$ cat src/blte_pkg.sv
// shared types and constants for the bounded list table engine
`default_nettype none
package blte_pkg;
  localparam int POOL_SIZE = 16;
  localparam int IDX_W     = $clog2(POOL_SIZE);
  localparam int CNT_W     = IDX_W + 1;
  localparam int POS_W     = 4;
  localparam int VAL_W     = 32;

  typedef enum logic [2:0] {
    KIND_CLEAR  = 3'd0,
    KIND_APPEND = 3'd1,
    KIND_DELETE = 3'd2,
    KIND_SORT   = 3'd3,
    KIND_SEARCH = 3'd4,
    KIND_LIST   = 3'd5
  } kind_t;

  typedef enum logic [2:0] {
    ST_OK        = 3'd0,
    ST_FULL      = 3'd1,
    ST_EMPTY     = 3'd2,
    ST_NOT_FOUND = 3'd3,
    ST_TOO_SHORT = 3'd4
  } status_t;

  typedef enum logic [2:0] {
    S_IDLE,
    S_RD,
    S_EX,
    S_RDI,
    S_LDI,
    S_SWR
  } state_t;

  typedef struct packed {
    logic [2:0]        kind;
    logic signed [31:0] value;
  } in_item_t;

  typedef struct packed {
    logic [2:0]         status;
    logic signed [31:0] item_value;
    logic [3:0]         position;
    logic               last;
  } out_item_t;
endpackage
`default_nettype wire

$ cat src/blte_ram.sv
// single write port, single registered read port entry memory
`default_nettype none
module blte_ram #(
  parameter int DEPTH = 16,
  parameter int WIDTH = 32
) (
  input  wire logic                     clk,
  input  wire logic                     we,
  input  wire logic [$clog2(DEPTH)-1:0] waddr,
  input  wire logic [WIDTH-1:0]         wdata,
  input  wire logic                     re,
  input  wire logic [$clog2(DEPTH)-1:0] raddr,
  output logic      [WIDTH-1:0]         rdata
);
  logic [WIDTH-1:0] mem [DEPTH];

  always_ff @(posedge clk) begin
    if (we) begin
      mem[waddr] <= wdata;
    end
  end

  always_ff @(posedge clk) begin
    if (re) begin
      rdata <= mem[raddr];
    end
  end
endmodule
`default_nettype wire

$ cat src/bounded_list_table_engine_core.sv
// bounded list table engine: list kept in one entry memory, walked by a sequencer
// clear and append answer straight from idle; delete, search and list walk the
// entries (read, then compare or emit); sort orders the entries ascending, signed
// one item is worked at a time; each registered read is used in the state after it
// synchronous reset empties the list and frees all slots; memory contents are not cleared
`default_nettype none
module bounded_list_table_engine_core
  import blte_pkg::*;
(
  input  wire logic      clk,
  input  wire logic      rst,
  input  wire logic      in_valid,
  output logic           in_stall,
  input  wire in_item_t  in_data,
  output logic           out_valid,
  input  wire logic      out_stall,
  output out_item_t      out_data
);
  state_t state, state_next;

  logic [CNT_W-1:0] list_length;
  logic [CNT_W-1:0] slots_used;
  logic [CNT_W-1:0] i, j, w;
  logic [2:0]       op;
  logic [31:0]      val;
  logic [31:0]      cur;
  logic             hit;

  logic             we, re;
  logic [IDX_W-1:0] waddr, raddr;
  logic [31:0]      wdata, rdata;

  logic      out_free, accept, last_j, match, gt, ex_emit, ex_wait, ex_done, sort_end;
  logic      out_load;
  out_item_t out_next;

  blte_ram #(.DEPTH(POOL_SIZE), .WIDTH(VAL_W)) u_ram (
    .clk(clk), .we(we), .waddr(waddr), .wdata(wdata),
    .re(re), .raddr(raddr), .rdata(rdata)
  );

  assign out_free = !out_valid || !out_stall;
  assign in_stall = !(state == S_IDLE && out_free);
  assign accept   = in_valid && !in_stall;
  assign last_j   = (CNT_W'(j + 1'b1) == list_length);
  assign match    = (rdata == val);
  assign gt       = ($signed(cur) > $signed(rdata));
  assign sort_end = (CNT_W'(i + 2'd2) == list_length);

  always_comb begin
    ex_emit = 1'b0;
    ex_done = 1'b0;
    case (op)
      KIND_DELETE: begin ex_emit = last_j; ex_done = last_j; end
      KIND_SEARCH: begin ex_emit = match || last_j; ex_done = match || last_j; end
      KIND_LIST:   begin ex_emit = 1'b1; ex_done = last_j; end
      default:     begin ex_emit = 1'b0; ex_done = 1'b0; end
    endcase
  end
  assign ex_wait = ex_emit && !out_free;

  // next state
  always_comb begin
    state_next = state;
    case (state)
      S_IDLE: begin
        if (accept) begin
          case (in_data.kind)
            KIND_DELETE, KIND_SEARCH, KIND_LIST:
              state_next = (list_length == '0) ? S_IDLE : S_RD;
            KIND_SORT:
              state_next = (list_length < CNT_W'(2)) ? S_IDLE : S_RDI;
            default: state_next = S_IDLE;
          endcase
        end
      end
      S_RD:  state_next = S_EX;
      S_EX: begin
        if (op == KIND_SORT) begin
          state_next = last_j ? S_SWR : S_RD;
        end else if (ex_wait) begin
          state_next = S_EX;
        end else begin
          state_next = ex_done ? S_IDLE : S_RD;
        end
      end
      S_RDI: state_next = S_LDI;
      S_LDI: state_next = S_RD;
      S_SWR: begin
        if (sort_end) begin
          state_next = out_free ? S_IDLE : S_SWR;
        end else begin
          state_next = S_RDI;
        end
      end
      default: state_next = S_IDLE;
    endcase
  end

  // memory port and result outputs
  always_comb begin
    we       = 1'b0;
    waddr    = '0;
    wdata    = '0;
    re       = 1'b0;
    raddr    = '0;
    out_load = 1'b0;
    out_next = '0;
    case (state)
      S_IDLE: begin
        if (accept) begin
          out_next.last = 1'b1;
          case (in_data.kind)
            KIND_CLEAR: begin
              out_load        = 1'b1;
              out_next.status = ST_OK;
            end
            KIND_APPEND: begin
              out_load            = 1'b1;
              out_next.item_value = in_data.value;
              if (slots_used >= CNT_W'(POOL_SIZE)) begin
                out_next.status = ST_FULL;
              end else begin
                out_next.status = ST_OK;
                we    = 1'b1;
                waddr = list_length[IDX_W-1:0];
                wdata = in_data.value;
              end
            end
            KIND_DELETE: begin
              out_load            = (list_length == '0);
              out_next.status     = ST_EMPTY;
              out_next.item_value = in_data.value;
            end
            KIND_SORT: begin
              out_load        = (list_length < CNT_W'(2));
              out_next.status = ST_TOO_SHORT;
            end
            KIND_SEARCH: begin
              out_load            = (list_length == '0);
              out_next.status     = ST_NOT_FOUND;
              out_next.item_value = in_data.value;
            end
            KIND_LIST: begin
              out_load        = (list_length == '0);
              out_next.status = ST_EMPTY;
            end
            default: out_load = 1'b0;
          endcase
        end
      end
      S_RD: begin
        re    = 1'b1;
        raddr = j[IDX_W-1:0];
      end
      S_RDI: begin
        re    = 1'b1;
        raddr = i[IDX_W-1:0];
      end
      S_EX: begin
        case (op)
          KIND_SORT: begin
            // larger entry goes back to j, the running minimum stays in cur
            we    = gt;
            waddr = j[IDX_W-1:0];
            wdata = cur;
          end
          KIND_DELETE: begin
            we    = !match && !ex_wait;
            waddr = w[IDX_W-1:0];
            wdata = rdata;
            out_load            = ex_emit && out_free;
            out_next.status     = (hit || match) ? ST_OK : ST_NOT_FOUND;
            out_next.item_value = val;
            out_next.last       = 1'b1;
          end
          KIND_SEARCH: begin
            out_load            = ex_emit && out_free;
            out_next.status     = match ? ST_OK : ST_NOT_FOUND;
            out_next.item_value = val;
            out_next.position   = match ? POS_W'(j) : '0;
            out_next.last       = 1'b1;
          end
          KIND_LIST: begin
            out_load            = out_free;
            out_next.status     = ST_OK;
            out_next.item_value = rdata;
            out_next.position   = POS_W'(j);
            out_next.last       = last_j;
          end
          default: out_load = 1'b0;
        endcase
      end
      S_SWR: begin
        we    = 1'b1;
        waddr = i[IDX_W-1:0];
        wdata = cur;
        out_load        = sort_end && out_free;
        out_next.status = ST_OK;
        out_next.last   = 1'b1;
      end
      default: out_load = 1'b0;
    endcase
  end

  always_ff @(posedge clk) begin
    if (rst) begin
      state       <= S_IDLE;
      list_length <= '0;
      slots_used  <= '0;
      out_valid   <= 1'b0;
    end else begin
      state <= state_next;
      if (out_load) begin
        out_valid <= 1'b1;
      end else if (!out_stall) begin
        out_valid <= 1'b0;
      end
      if (state == S_IDLE && accept) begin
        if (in_data.kind == KIND_CLEAR) begin
          list_length <= '0;
          slots_used  <= '0;
        end else if (in_data.kind == KIND_APPEND && slots_used < CNT_W'(POOL_SIZE)) begin
          list_length <= CNT_W'(list_length + 1'b1);
          slots_used  <= CNT_W'(slots_used + 1'b1);
        end
      end
      if (state == S_EX && op == KIND_DELETE && last_j && !ex_wait) begin
        list_length <= match ? w : CNT_W'(w + 1'b1);
      end
    end
  end

  // scan registers and the result register
  always_ff @(posedge clk) begin
    if (out_load) begin
      out_data <= out_next;
    end
    case (state)
      S_IDLE: begin
        op  <= in_data.kind;
        val <= in_data.value;
        i   <= '0;
        j   <= '0;
        w   <= '0;
        hit <= 1'b0;
      end
      S_LDI: begin
        cur <= rdata;
        j   <= CNT_W'(i + 1'b1);
      end
      S_EX: begin
        if (op == KIND_SORT) begin
          if (gt) begin
            cur <= rdata;
          end
          j <= CNT_W'(j + 1'b1);
        end else if (!ex_wait) begin
          j <= CNT_W'(j + 1'b1);
          if (match) begin
            hit <= 1'b1;
          end else begin
            w <= CNT_W'(w + 1'b1);
          end
        end
      end
      S_SWR: begin
        if (!sort_end) begin
          i <= CNT_W'(i + 1'b1);
        end
      end
      default: begin
      end
    endcase
  end

  a_len_le_used: assert property (@(posedge clk) disable iff (rst)
    list_length <= slots_used) else $error("list longer than slots used");
  a_used_bound: assert property (@(posedge clk) disable iff (rst)
    slots_used <= CNT_W'(POOL_SIZE)) else $error("slots used beyond pool");
  a_out_hold: assert property (@(posedge clk) disable iff (rst)
    out_valid && out_stall |=> out_valid && $stable(out_data))
    else $error("stalled result lost");
  a_walk_bound: assert property (@(posedge clk) disable iff (rst)
    (state == S_EX) |-> (j < list_length)) else $error("walk past list end");
endmodule
`default_nettype wire
$ cat config.mk
export PLATFORM = sky130hd
export DESIGN_NAME = bounded_list_table_engine_core
export DESIGN_NICKNAME = d
export VERILOG_FILES = /design/src/blte_pkg.sv /design/src/blte_ram.sv /design/src/bounded_list_table_engine_core.sv
export SDC_FILE = /design/constraint.sdc
export NUM_CORES = 1
export LEC_CHECK = 0
export BUFFER_PORTS_ARGS = -buffer_cell sky130_fd_sc_hd__buf_2
export CAP_MARGIN = 20
export CORE_ASPECT_RATIO = 1.25
export CORE_MARGIN = 1
export CORE_UTILIZATION = 44
export CTS_CLUSTER_SIZE = 10
export DETAILED_ROUTE_END_ITERATION = 8
export SLEW_MARGIN = 20
export SYNTH_ARGS = -nofsm -noshare
export SYNTH_HDL_FRONTEND = slang
export SYNTH_SLANG_ARGS = --single-unit
export TNS_END_PERCENT = 1
$ cat constraint.sdc
create_clock -name clk -period 10.7 [get_ports clk]
set_input_delay 2.675 -clock clk [delete_from_list [all_inputs] [get_ports clk]]
set_output_delay 2.675 -clock clk [all_outputs]
set_load 0.1 [all_outputs]
==> results of run 1 <==
[cell type report]
cell class	instances	area, um2	area share
well taps	848	1060	0.0329
inverters	39	146	0.00453
repair buffers	117	698	0.0216
multi-input cells	1294	8040	0.249
clock inverters	5	58.8	0.00182
flip-flops and latches	681	20300	0.629
clock buffers	86	1980	0.0614
[cell usage in the layout, fill, tap and decap left out, types with 34 or more instances in the layout]
cell / n
a22oi_1: 68
a211oi_1: 165
a31oi_1: 67
clkbuf_16: 78
and2_1: 120
buf_4: 36
ha_1: 39
nand2_1: 383
inv_1: 37
o21ai_0: 48
nor2_1: 34
buf_2: 80
a311oi_1: 65
edfxtp_1: 667
a21oi_1: 87
xor2_1: 45
[state kept, by name, indices dropped and copies added, names as in the netlist]
name / flops
j: 5
u_ram.rdata: 32
slots_used: 5
cur: 32
w: 5
list_length: 5
out_data: 40
state: 3
u_ram.mem: 512
i: 5
val: 32
hit: 1
op: 3
out_valid: 1
[per-layer routing]
layer | GRT usage | vias to the layer above | routed length, um
li1 | - | 8281 | -
met1 | 0.265 | 8866 | 28400
met2 | 0.360 | 506 | 35100
met3 | 0.0229 | 104 | 3420
met4 | 0.0735 | 0 | 1710
met5 | 0 | - | 0
[cells in the mapped netlist, types with 2 or more instances]
| master | n | area [um2] |
|---|---|---|
| a211oi_1 | 165 | 1240 |
| a21boi_0 | 2 | 15.0 |
| a21boi_2 | 2 | 22.5 |
| a21o_1 | 4 | 30.0 |
| a21oi_1 | 89 | 445 |
| a221oi_1 | 2 | 17.5 |
| a222oi_1 | 4 | 40.0 |
| a22oi_1 | 68 | 510 |
| a311oi_1 | 65 | 569 |
| a31oi_1 | 67 | 419 |
| and2_0 | 15 | 93.8 |
| and2_1 | 121 | 757 |
| and3_1 | 3 | 18.8 |
| buf_1 | 6 | 22.5 |
| buf_2 | 14 | 70.1 |
| buf_4 | 3 | 22.5 |
| clkbuf_1 | 120 | 450 |
| dfxtp_1 | 14 | 280 |
| edfxtp_1 | 667 | 20000 |
| ha_1 | 39 | 488 |
| inv_1 | 37 | 139 |
| inv_2 | 2 | 7.51 |
| mux2_2 | 3 | 33.8 |
| mux2i_1 | 3 | 30.0 |
| nand2_1 | 385 | 1450 |
| nand2b_1 | 8 | 50.1 |
| nand2b_4 | 2 | 27.5 |
| nand3_1 | 17 | 85.1 |
| nand4_1 | 11 | 68.8 |
| nor2_1 | 38 | 143 |
| nor2b_1 | 7 | 43.8 |
| nor3_1 | 16 | 80.1 |
| nor4_1 | 13 | 81.3 |
| o211a_1 | 3 | 30.0 |
| o211ai_1 | 2 | 15.0 |
| o21ai_0 | 49 | 245 |
| o21bai_1 | 2 | 15.0 |
| o22a_1 | 2 | 17.5 |
| o22ai_1 | 2 | 12.5 |
| o31ai_1 | 2 | 15.0 |
| o32ai_1 | 3 | 26.3 |
| or2_2 | 3 | 18.8 |
| or3_1 | 3 | 18.8 |
| xnor2_1 | 13 | 114 |
| xor2_1 | 45 | 394 |
[metrics by stage]
stage	std cells	setup WS, ps	power (mW)
floorplan	2158	3250	3.13
global placement	2978	4450	3.18
detailed placement	2978	4460	3.18
CTS	3069	4460	5.44
global route	3070	4400	5.54
finish	3070	4450	5.39
[worst max-delay path by stage]
stage	to	depth (start not counted)	slack, ps	startpoint
floorplan	u_ram.mem[13][0]$_DFFE_PP_	7	3250	out_stall
global placement	in_stall	4	4450	out_stall
detailed placement	in_stall	4	4460	out_stall
CTS	in_stall	4	4460	out_stall
global route	in_stall	4	4400	out_stall
finish	in_stall	4	4450	out_stall
[power groups by stage]
stage / Clock (mW) / Combinational [mW] / Sequential, mW
finish: 2.27 / 0.187 / 2.94
global route: 2.40 / 0.197 / 2.94
CTS: 2.31 / 0.187 / 2.94
detailed placement: 0 / 0.187 / 2.99
global placement: 0 / 0.185 / 2.99
floorplan: 0 / 0.0549 / 3.08
[logic make-up (layout without fill, tap and decap cells)]
group	Yosys count	count (layout)	synth area share
buffers and inverters	183	247	0.0250
AOI/OAI and AO/OA	542	542	0.131
xor gates and xnor gates	58	58	0.0176
DFF	681	681	0.702
and+or+nand+nor	649	649	0.105
muxes	6	6	0.00221
adders and majority gates	39	39	0.0169
==> impl_metrics.py, run 1 <==
metrics = {
    "clocking": {
        "clk_path_buf_depth": 3,
        "clk_latency_ps": 620,
        "cts_setup_buffers": 0,
        "cts_buffers": 78,
        "cts_resized": 0,
        "clock-root-buffer": "clkbuf_16",
        "cts_tree": "built",
        "cts_num_sinks": 681,
        "htreeDepth": 3,
        "hold_buffers": 0,
        "clk_pin_slew_worst_paths_ps": 50,
    },
    "setup_path": {
        "cpPeakStageDelay_ps": 440,
        "r2r-end": "u_ram.rdata[3]$_DFFE_PN_",
        "startpoint_type": "input pin",
        "cp_slowest_cell": "buf_2",
        "reg2reg_depth": 9,
        "crit_required_ps": 8030,
        "crit_chain": "buf_2 > nand2_1 > nand2_1 > buf_2",
        "path_max_fanout": 8,
        "r2r-start": "state[0]$_SDFFE_PP0P_",
        "worst-path-buf-inv": 2,
        "ff2ff_setup_slack_ps": 5650,
        "crit_path_end_kind": "primary output",
        "cpLargestDelayFamily": "buffers and inverters",
        "worstSetupPathType": "input pin to primary output",
        "cp.arrival_ps": 3570,
    },
    "pwr": {
        "power.internal_mw": 4.26,
        "p_sw_frac": 0.210,
        "vdd_drop_max_v": 0.0000924,
        "powerDensity_nw_per_um2": 167,
        "combPwrFrac": 0.035,
        "leakagePower_nw": 11.0,
        "p_seq_frac": 0.545,
        "netSwitchingPower_mw": 1.13,
        "p_clk_frac": 0.420,
    },
    "hold_path": {
        "hold_path.class": "flip-flop to flip-flop",
        "holdPathStages": 1,
        "min_to": "slots_used[0]$_SDFFE_PP0P_",
        "hold_start": "slots_used[0]$_SDFFE_PP0P_",
    },
    "finish": {
        "fin_util": 0.499,
        "drive_above_1_share": 0.110,
        "fill_cells": 5438,
        "num_antenna_cells": 0,
        "stdcell_area_um2": 32300,
        "syn_to_final_growth_pct": 11.7,
        "fin_nets": 2289,
    },
    "floorplanning": {
        "pin_count": 81,
        "core_area_um2": 64700,
        "initial_core_util": 0.447,
        "dieWidth_um": 231,
        "die_area_um2": 66700,
        "std_cell_rows": 104,
        "chipHeight_um": 289,
    },
    "placement": {
        "place_area_um2": 30200,
        "gp_congestion": 0.846,
        "dp_hpwl_um": 40600,
        "port_buffers": 80,
    },
    "synth": {
        "synth_edf_count": 667,
        "syn_area_per_cell_um2": 13.4,
        "async_reset_ff_frac": 0,
        "synthCells": 2158,
        "synth.cell_area_um2": 28900,
        "synth_ff_type": "edfxtp_1",
        "mappedNetlistNets": 2236,
        "synth_seq_area_share": 0.702,
        "synth_cell_types": 62,
        "synth_warnings": 0,
        "ys_seq_elements": 681,
    },
    "timing": {
        "finalHoldViolations": 0,
        "fin_skew_ps": 23.7,
        "slew-limit-headroom": 0.308,
        "drv_slew": 0,
        "max_freq_ghz": 0.160,
        "fin_tns_setup_ps": 0,
        "min_period_ps": 6250,
        "finalCritPeriodShare": 0.584,
        "tightest_slew_ps": 1040,
        "whs_ps": 530,
        "setup_viol": 0,
        "rsz0062_at_grt": "false",
    },
    "global_route": {
        "antenna_found_initial": 0,
        "grt_pass1_wl_um": 105000,
        "grt_pass1_vias": 17700,
        "grt_usage": 0.206,
        "grt_max_degree": 95,
        "grt_overflow": 0,
    },
    "routing": {
        "drc_errors": 0,
        "wl_per_cell_um": 22.4,
        "first_pass_iters": 5,
        "via_per_inst": 5.78,
        "drt-initial-drc-count": 1375,
        "ant_nets": 0,
        "vias": 17800,
        "wl_um": 68600,
    },
    "outcome": {
        "run_status": "finished, final reports clean",
    },
    "run": {
        "drv_cap": 0,
    },
}
Power figures use the tool's default switching activity.
==> inputs of run 2 (changes only) <==
Clock period 10.7 ns to 6.39 ns, I/O delays scaled along.
==> impl_metrics.py, run 2 (same netlist as run 1, synthesis figures left out) <==
metrics = {
    "finish": {
        "syn_to_final_growth_pct": 12.5,
        "final_common_cell": "edfxtp_1",
        "fin_nets": 2299,
        "drive_above_1_share": 0.115,
        "largest_reg_flops": 512,
        "num_antenna_cells": 0,
        "regMostFlops": "u_ram.mem",
        "stdcell_count": 3087,
        "largestRegisters": "u_ram.mem x512, out_data x40",
        "final_cell_mix": "667 x edfxtp_1, 383 x nand2_1, 165 x a211oi_1",
    },
    "clocking": {
        "hold_buffers": 0,
        "cts_tree": "built",
        "htreeDepth": 3,
        "clk_path_buf_depth": 3,
        "cts_buffers": 78,
        "clk_latency_ps": 620,
        "clock-root-buffer": "clkbuf_16",
        "clk_pin_slew_worst_paths_ps": 50,
        "cts_setup_buffers": 0,
        "cts_resized": 0,
        "cts_num_sinks": 681,
    },
    "timing": {
        "tightest_slew_ps": 790,
        "finalCritPeriodShare": 0.660,
        "drv_slew": 0,
        "fin_tns_setup_ps": 0,
        "finalHoldViolations": 0,
        "fin_skew_ps": 17.0,
        "min_period_ps": 4220,
        "rsz0062_at_grt": "false",
        "max_freq_ghz": 0.237,
        "slew-limit-headroom": 0.467,
        "setup_viol": 0,
    },
    "routing": {
        "ant_nets": 0,
        "drt-initial-drc-count": 1538,
        "via_per_inst": 5.84,
        "vias": 18000,
        "first_pass_iters": 8,
        "wl_um": 69700,
        "drc_errors": 0,
        "wl_per_cell_um": 22.6,
    },
    "floorplanning": {
        "pin_count": 81,
        "die_area_um2": 66700,
        "initial_core_util": 0.447,
        "core_area_um2": 64700,
        "dieWidth_um": 231,
        "chipHeight_um": 289,
        "std_cell_rows": 104,
    },
    "global_route": {
        "antenna_found_initial": 0,
        "grt_max_degree": 99,
        "grt_overflow": 0,
        "grt_usage": 0.209,
        "grt_pass1_vias": 17600,
        "grt_pass1_wl_um": 107000,
    },
    "pwr": {
        "vdd_drop_max_v": 0.000159,
        "powerDensity_nw_per_um2": 281,
        "leakagePower_nw": 11.1,
        "power.total_mw": 9.12,
    },
    "run": {
        "drv_cap": 0,
    },
    "placement": {
        "gp_congestion": 0.860,
        "dp_hpwl_um": 43200,
        "dp.cells": 2989,
        "port_buffers": 80,
    },
    "setup_path": {
        "crit_required_ps": 6670,
        "worstSetupPathType": "flip-flop to flip-flop",
        "path_max_fanout": 35,
        "crit_path_end_kind": "flip-flop",
        "cp.arrival_ps": 4490,
        "startpoint_type": "flip-flop",
    },
    "outcome": {
        "run_status": "finished, final reports clean",
    },
    "hold_path": {
        "hold_path.class": "flip-flop to flip-flop",
    },
}
[run 2: cell types whose count changed in the layout (fill, tap and decap cells not counted)]
| cell | change |
|---|---|
| buf_12 | +6 |
| buf_4 | +4 |
| clkbuf_1 | +4 |
| clkbuf_8 | +1 |
| clkinv_16 | +1 |
| clkinv_8 | -1 |
| inv_16 | +1 |
| inv_6 | +1 |
[run 2: metal layers]
layer / up-vias / track usage / share of wire
li1: 8321 / - / -
met1: 9043 / 0.291 / 0.45
met2: 558 / 0.330 / 0.47
met3: 120 / 0.0292 / 0.051
met4: 0 / 0.0869 / 0.032
met5: - / 0 / 0
[run 2: per-stage QoR]
| stage | instance area (um2) | util | setup slack (ps) | hold WS [ps] |
|---|---|---|---|---|
| 2_1_floorplan | 28900 | - | 13.0 | 466 |
| 3_3_place_gp | 30400 | 0.470 | 1850 | 486 |
| 3_5_place_dp | 30400 | 0.470 | 1730 | 491 |
| 4_1_cts | 32500 | 0.503 | 2180 | 504 |
| 5_1_grt | 32500 | 0.503 | 1850 | 549 |
| 6_report | 32500 | 0.503 | 2170 | 504 |
[run 2: report_power, final]
group	switching [mW]	internal [mW]
logic	0.257	0.0595
clock network	1.67	2.21
registers	0.0183	4.90
[run 2: final timing paths]
| check | slack [ps] | cells past startpoint | startpoint | endpoint |
|---|---|---|---|---|
| min | 500 | 1 | slots_used[0]$_SDFFE_PP0P_ | slots_used[0]$_SDFFE_PP0P_ |
| max reg2reg | 2170 | 10 | state[0]$_SDFFE_PP0P_ | u_ram.mem[2][7]$_DFFE_PP_ |
| min reg2reg | 500 | 1 | slots_used[0]$_SDFFE_PP0P_ | slots_used[0]$_SDFFE_PP0P_ |
| max | 2170 | 10 | state[0]$_SDFFE_PP0P_ | u_ram.mem[2][7]$_DFFE_PP_ |
[run 2: critical path, stage by stage, from the launching register on]
cell and delay (ps):
dfxtp_1 700, nor2_1 80, nand2_1 270, buf_4 380, nor3_1 90, buf_4 200
a222oi_1 350, a21boi_2 570, nand2_1 310, nor3_2 440, buf_4 440
[run 2: cell type report]
class	count	area, um2
Sequential cell	681	20300
Tap cell	848	1060
Clock inverter	7	101
Timing Repair Buffer	127	848
Multi-Input combinational cell	1294	8040
Fill cell	5450	32200
Inverter	39	146
Clock buffer	91	2010
==> inputs of run 3 (changes only) <==
Clock period 6.39 ns to 4.1 ns, I/O delays scaled along.
==> impl_metrics.py, run 3 (same netlist as run 1, synthesis figures left out) <==
metrics = {
    "outcome": {
        "run_status": "finished, final reports clean",
    },
    "clocking": {
        "clock-root-buffer": "clkbuf_16",
        "cts_buffers": 78,
        "htreeDepth": 3,
        "cts_tree": "built",
        "clk_pin_slew_worst_paths_ps": 50,
        "hold_buffers": 0,
        "cts_num_sinks": 681,
        "cts_resized": 0,
        "clk_path_buf_depth": 3,
        "cts_setup_buffers": 0,
        "clk_latency_ps": 630,
    },
    "routing": {
        "first_pass_iters": 6,
        "via_per_inst": 5.84,
        "wl_um": 73500,
        "drt-initial-drc-count": 1502,
        "ant_nets": 0,
        "wl_per_cell_um": 23.5,
        "drc_errors": 0,
        "vias": 18300,
    },
    "timing": {
        "finalCritPeriodShare": 0.887,
        "tightest_slew_ps": 838,
        "min_period_ps": 3640,
        "rsz0062_at_grt": "false",
        "whs_ps": 498,
        "max_freq_ghz": 0.275,
        "fin_skew_ps": 25.8,
        "setup_viol": 0,
        "drv_slew": 0,
        "worst_slack_ps": 463,
        "slew-limit-headroom": 0.437,
        "finalHoldViolations": 0,
    },
    "global_route": {
        "antenna_found_initial": 1,
        "grt_max_degree": 90,
        "grt_usage": 0.221,
        "grt_pass1_vias": 18000,
        "grt_pass1_wl_um": 111000,
        "grt_overflow": 0,
    },
    "run": {
        "drv_cap": 0,
    },
    "pwr": {
        "power.total_mw": 14.3,
        "powerDensity_nw_per_um2": 432,
        "vdd_drop_max_v": 0.000250,
        "leakagePower_nw": 11.4,
    },
    "floorplanning": {
        "initial_core_util": 0.447,
        "chipHeight_um": 289,
        "pin_count": 81,
        "std_cell_rows": 104,
        "die_area_um2": 66700,
        "core_area_um2": 64700,
        "dieWidth_um": 231,
    },
    "placement": {
        "gp_congestion": 0.874,
        "dp_hpwl_um": 46300,
        "port_buffers": 80,
        "place_area_um2": 30900,
        "dp_slack_ps": 297,
    },
    "finish": {
        "fin_nets": 2348,
        "num_antenna_cells": 0,
        "largest_reg_flops": 512,
        "fin_util": 0.512,
        "largestRegisters": "u_ram.mem x512, out_data x40",
        "drive_above_1_share": 0.134,
        "final_cell_mix": "667 x edfxtp_1, 383 x nand2_1, 165 x a211oi_1",
        "regMostFlops": "u_ram.mem",
        "syn_to_final_growth_pct": 14.5,
        "final_common_cell": "edfxtp_1",
        "stdcell_area_um2": 33100,
    },
    "setup_path": {
        "worstSetupPathType": "flip-flop to flip-flop",
        "path_max_fanout": 32,
        "worst-path-buf-inv": 3,
        "crit_required_ps": 4350,
        "startpoint_type": "flip-flop",
        "crit_chain": "inv_1 > ha_1 > nand4_1 > nor4_1 > nor2_1 > a41oi_1 > o21a_1 > a2111oi_4 > buf_12 > nor3_2 > buf_4",
        "cpLargestDelayFamily": "simple AND/OR/NAND/NOR gates",
        "cpPeakStageDelay_ps": 490,
        "cp_slowest_cell": "edfxtp_1",
        "crit_path_end_kind": "flip-flop",
        "cp.arrival_ps": 3890,
    },
    "hold_path": {
        "hold_path.class": "flip-flop to flip-flop",
    },
}
-- run 3: per-layer routing --
metal | part of all wire | routed length, um | track usage | vias to the layer above
li1 | - | - | - | 8392
met1 | 0.43 | 31500 | 0.292 | 9191
met2 | 0.49 | 36300 | 0.377 | 582
met3 | 0.049 | 3600 | 0.0253 | 107
met4 | 0.028 | 2070 | 0.0823 | 0
met5 | 0 | 0 | 0 | -
-- run 3: worst paths after layout --
| kind | startpoint | end | slack (ps) | cells after the start |
|---|---|---|---|---|
| setup / recovery | u_ram.rdata[31]$_DFFE_PN_ | u_ram.mem[7][2]$_DFFE_PP_ | 460 | 11 |
| hold / removal | slots_used[0]$_SDFFE_PP0P_ | slots_used[0]$_SDFFE_PP0P_ | 500 | 1 |
| setup reg to reg | u_ram.rdata[31]$_DFFE_PN_ | u_ram.mem[7][2]$_DFFE_PP_ | 460 | 11 |
| hold reg to reg | slots_used[0]$_SDFFE_PP0P_ | slots_used[0]$_SDFFE_PP0P_ | 500 | 1 |
-- run 3: metrics by stage --
stage,instances,TNS [ps]
after global placement,3037,0
final,3131,0
after floorplan,2158,-361540
after CTS,3130,0
after detailed placement,3037,0
after global routing,3131,0
-- run 3: area by class of cell --
class	count	area [um2]
Fill cell	5369	31600
Sequential cell	681	20300
Multi-Input combinational cell	1294	8070
Clock buffer	89	2070
Timing Repair Buffer	176	1380
Tap cell	848	1060
Inverter	39	146
Clock inverter	4	71.3
-- run 3: power breakdown --
part           internal [mW]  switching (mW)
clock network           3.58            2.54
logic                 0.0999           0.411
registers               7.64          0.0284
